File: src/design/bba_ram.sv
// bba_ram: generic single-write, single-read RAM with registered read.
// Read during a write to the same address returns the old data.
// No dependencies.
module bba_ram #(
    parameter int WIDTH = 32,
    parameter int DEPTH = 128,
    parameter int AW    = (DEPTH > 1) ? $clog2(DEPTH) : 1
) (
    input  logic             i_clk,
    input  logic             i_we,
    input  logic [AW-1:0]    i_waddr,
    input  logic [WIDTH-1:0] i_wdata,
    input  logic [AW-1:0]    i_raddr,
    output logic [WIDTH-1:0] o_rdata
);

    logic [WIDTH-1:0] mem [DEPTH];
    logic [WIDTH-1:0] r_rdata;

    // Write port and registered read port
    always_ff @(posedge i_clk) begin
        if (i_we) begin
            mem[i_waddr] <= i_wdata;
        end
        r_rdata <= mem[i_raddr];
    end

    assign o_rdata = r_rdata;

endmodule

File: config.mk
export PLATFORM = sky130hd
export DESIGN_NAME = bba_ram
export DESIGN_NICKNAME = d
export VERILOG_FILES = /design/src/design/bba_ram.sv
export SDC_FILE = /design/constraint.sdc
export NUM_CORES = 2
export LEC_CHECK = 0
export BUFFER_PORTS_ARGS = -buffer_cell sky130_fd_sc_hd__buf_4
export CAP_MARGIN = 25
export CORE_AREA = 2 2 563 565
export DETAILED_ROUTE_END_ITERATION = 16
export DIE_AREA = 0 0 565 567
export HOLD_SLACK_MARGIN = 0.06
export SLEW_MARGIN = 20
export SYNTH_ARGS = -nofsm -noshare
export SYNTH_HDL_FRONTEND = slang
export SYNTH_SLANG_ARGS = --single-unit
File: constraint.sdc
create_clock -name i_clk -period 8.95 [get_ports i_clk]
set_input_delay 0.4475 -clock i_clk [delete_from_list [all_inputs] [get_ports i_clk]]
set_output_delay 0.4475 -clock i_clk [all_outputs]
set_load 0.005 [all_outputs]
Word-level counts from Yosys, hierarchy flattened

Memories as Yosys holds them, arrays and structs flattened. A register that Yosys moved wholly into a read port is not among the register bits.
Index checks and enable logic that the tools add are counted.

Bits in registers: 0
Memory bits (writable): 4096
Output and inout bits: 32
Memories kept: 1

Memory list:

| memory | words | bits a word | read ports | clocked after Yosys merged registers in | write ports | line | RTL |
|---|---|---|---|---|---|---|---|
| mem    | 128   | 32          | 1          | 1                                       | 1           | 17   | `logic [WIDTH-1:0] mem [DEPTH];` |

Mux-type cells: 2

Operators by type and width:

| operator         | number |
|---|---|
| 1-bit 2-to-1 mux | 2 |

Longest topological paths before layout

Word-level depth: 2
Mapped depth: 8
Gate-level depth less buffers: 4

Worst setup path before layout

No wires, ideal clock.

Path type: input to register
From: input i_we
To: memory mem[98][0], enable pin
Data arrival time: 3225 ps
Path slack: 5264 ps
Cell stages on the path: 3
Buffers on the path: 1
Cells stage by stage: clkbuf_1 -> nand4_1 -> nor3_1

Longest elaborated chain between the ends: 2

Ends and longest elaborated chain:

| item                                   | line | RTL |
|---|---|---|
| start, declared                        | 10   | `input logic i_we,` |
| 1-bit 2-to-1 mux                       | 22   | `if (i_we) begin` |
| 1-bit 2-to-1 mux (not written as such) | 23   | `mem[i_waddr] <= i_wdata;` |
| end, declared                          | 17   |  |

Every way passes these cells.

==> results.yml <==
placement:
  hpwlAfterDp_um: 222000
  numPortBuffers: 79
  gp_congestion: 0.807
  placed_cells: 10100
timing:
  holdWs_ns: 0.0920
  worst_pin_slew_ns: 1.16
  finalHoldViolations: 0
  final_max_slew_viol_count: 0
  tns_ns: 0
  max_freq_mhz: 282
  fin_crit_sh: 0.396
  rsz0062_at_grt: "no"
  finalSetupViolCount: 0
  slew-limit-headroom: 0.228
  skew_ns: 0.0602
  fin_crit_ns: 3.55
critical_path:
  path_common_cell: "mux4_2"
  worstPathCellList: "buf_16 -> buf_12 -> buf_4 -> mux4_2 -> mux4_2 -> mux4_2 -> mux2_2"
  crit_slowest_cell: "buf_4"
  required_ns: 9.81
  end_kind: "register"
  path_class: "in2reg"
  crit_fanout: 89
  cpPeakStageDelay_ns: 0.72
  crit_arrival_ns: 4.41
  startpoint_type: "input port"
  crit_family: "multiplexers"
  crit_buf_inv: 3
floorplan:
  coreArea_um2: 314000
  die_h_um: 567
  ios: 80
  initial_utilization: 0.498
  dieWidth_um: 565
  die-area_um2: 320000
  rows: 206
finish:
  nets: 6458
  fin_util: 0.565
  n_fill_cell: 22500
  seq_area_um2: 124000
  layout.cells.non_filler: 11000
  syn_to_final_growth_pct: 13.6
  multi_input_area_um2: 32300
  post_route_cells_drive_above_1_share: 0.353
synthesis:
  synth_top_area_frac: 0.787
  synth_top_family_by_area: "multiplexers"
  yosys.area.top_type: "edfxtp_1"
  synth_area_leaders: "edfxtp_1 79%, mux4_2 19%, clkbuf_1 0.44%"
  yosysWarnings: 0
  synth_fa_ha_area_frac: 0
  synth_cells: 5990
  synth.avg_cell_area_um2: 26.1
  synth_common_cells: "4096 x edfxtp_1, 1344 x mux4_2, 182 x clkbuf_1"
  yosys_register_bits: 4128
  synthArstFlopShare: 0
  yosys.area_share.simple: 0.00446
  yosys-mux-area-fraction: 0.196
  synth_edf_count: 4096
  yosysMostFrequentCell: "edfxtp_1"
  synth_cell_types: 17
  synth-xor-area-share: 0
  syn-cell-area_um2: 156000
  synth_compound_area_frac: 0
  synth_nets: 6038
  synth_ff_type: "edfxtp_1"
  ys_seq_area_frac: 0.791
grt:
  antenna_found_initial: 57
  grt_max_degree: 157
  grt_pass1_vias: 71400
  grt_pass1_wl_um: 580000
  track_usage: 0.265
  grt_overflow_total: 0
clock_tree:
  clk_latency_ns: 0.98
  tritoncts: "built"
  cts.sinks: 4128
  post_cts_buffers: 0
  cts_buffer_depth: 4
  clockRootBuffer: "clkbuf_16"
  numCtsBuffers: 415
  h-tree-depth: 5
  cts_resized: 0
  cts.clk_slew.worst_paths_ns: 0.06
  cts_hold_buf: 16
drt:
  drt_first_iter_violations: 10900
  wl_per_cell_um: 38.5
  vias_per_cell: 6.47
  drc: 0
  firstDrtPassIters: 6
  wl_um: 422000
  via_count: 71000
  ant_nets: 0
power_and_ir_drop:
  worst_ir_drop_vdd_uv: 194
  comb_power_share: 0.051
  finalPower_mw: 40.6
  p_clk_frac: 0.421
  powerDensity_nw_per_um2: 229
  switchingPower_mw: 8.71
  internal-power_mw: 31.9
  swShare: 0.214
  p_leak_nw: 54.2
  seq_power_share: 0.528
flow_run:
  cap_viol_max_count: 0
worst_hold_path:
  min_path_type: "in2reg"
status:
  status: "finished, final reports clean"
## metal layers
layer	routed length, µm	global-route usage
met1	167000	0.389
met2	202000	0.412
met3	40500	0.0520
met4	12000	0.0692
met5	155	0
## layout by cell type, fill, tap and decap left out, types with 20 or more instances in the layout
master	netlist	routed
buf_12	0	20
buf_4	3	271
bufinv_16	0	39
clkbuf_1	182	89
clkbuf_16	0	419
clkinv_1	0	106
clkinv_2	0	70
dfxtp_1	32	32
diode_2	0	45
edfxtp_1	4096	4096
mux2_2	32	32
mux4_2	1344	1344
nor2_4	0	119
## stage by stage
step	area, µm²	worst slack [ns]
3_5_place_dp	164000	4.31
5_1_grt	177000	5.18
3_3_place_gp	164000	4.33
6_report	177000	5.40
2_1_floorplan	156000	5.26
4_1_cts	177000	5.37
## sequential cells by signal, indices dropped and copies added (netlist names)
signal   count
o_rdata     32
mem       4096
## power by group through the flow
stage	Clock [mW]	Combinational, mW	Sequential, mW
floorplan	0	1.03	21.8
global placement	0	2.05	21.9
detailed placement	0	2.08	21.9
CTS	17.4	2.09	21.4
global route	18.1	2.16	21.4
finish	17.1	2.08	21.4
## worst paths after layout
path,slack [ns],cells after the start,start,end
worst max-delay path,5.40,7,i_raddr[0],o_rdata[9]
worst min-delay path,0.09,1,i_wdata[23],mem[126][23]
worst max register to register,6.29,4,mem[103][12],o_rdata[12]
worst min register to register,1.13,4,mem[78][19],o_rdata[19]
## layout make-up
type                            instances  share of cell area
Multi-Input combinational cell       1546               0.182
Tap cell                             4160              0.0293
Clock buffer                          513              0.0614
Clock inverter                        256              0.0141
Sequential cell                      4128               0.697
Timing Repair Buffer                  319              0.0160
Antenna cell                           45            0.000635
## logic make-up (layout without fill, tap and decap cells)
| group | Yosys count | count (layout) |
|---|---|---|
| flops | 4128 | 4128 |
| buf+inv | 316 | 1088 |
| mux | 1376 | 1376 |
| simple gates | 170 | 170 |
| other cells | 0 | 45 |
(Power assumes the default switching activity.)
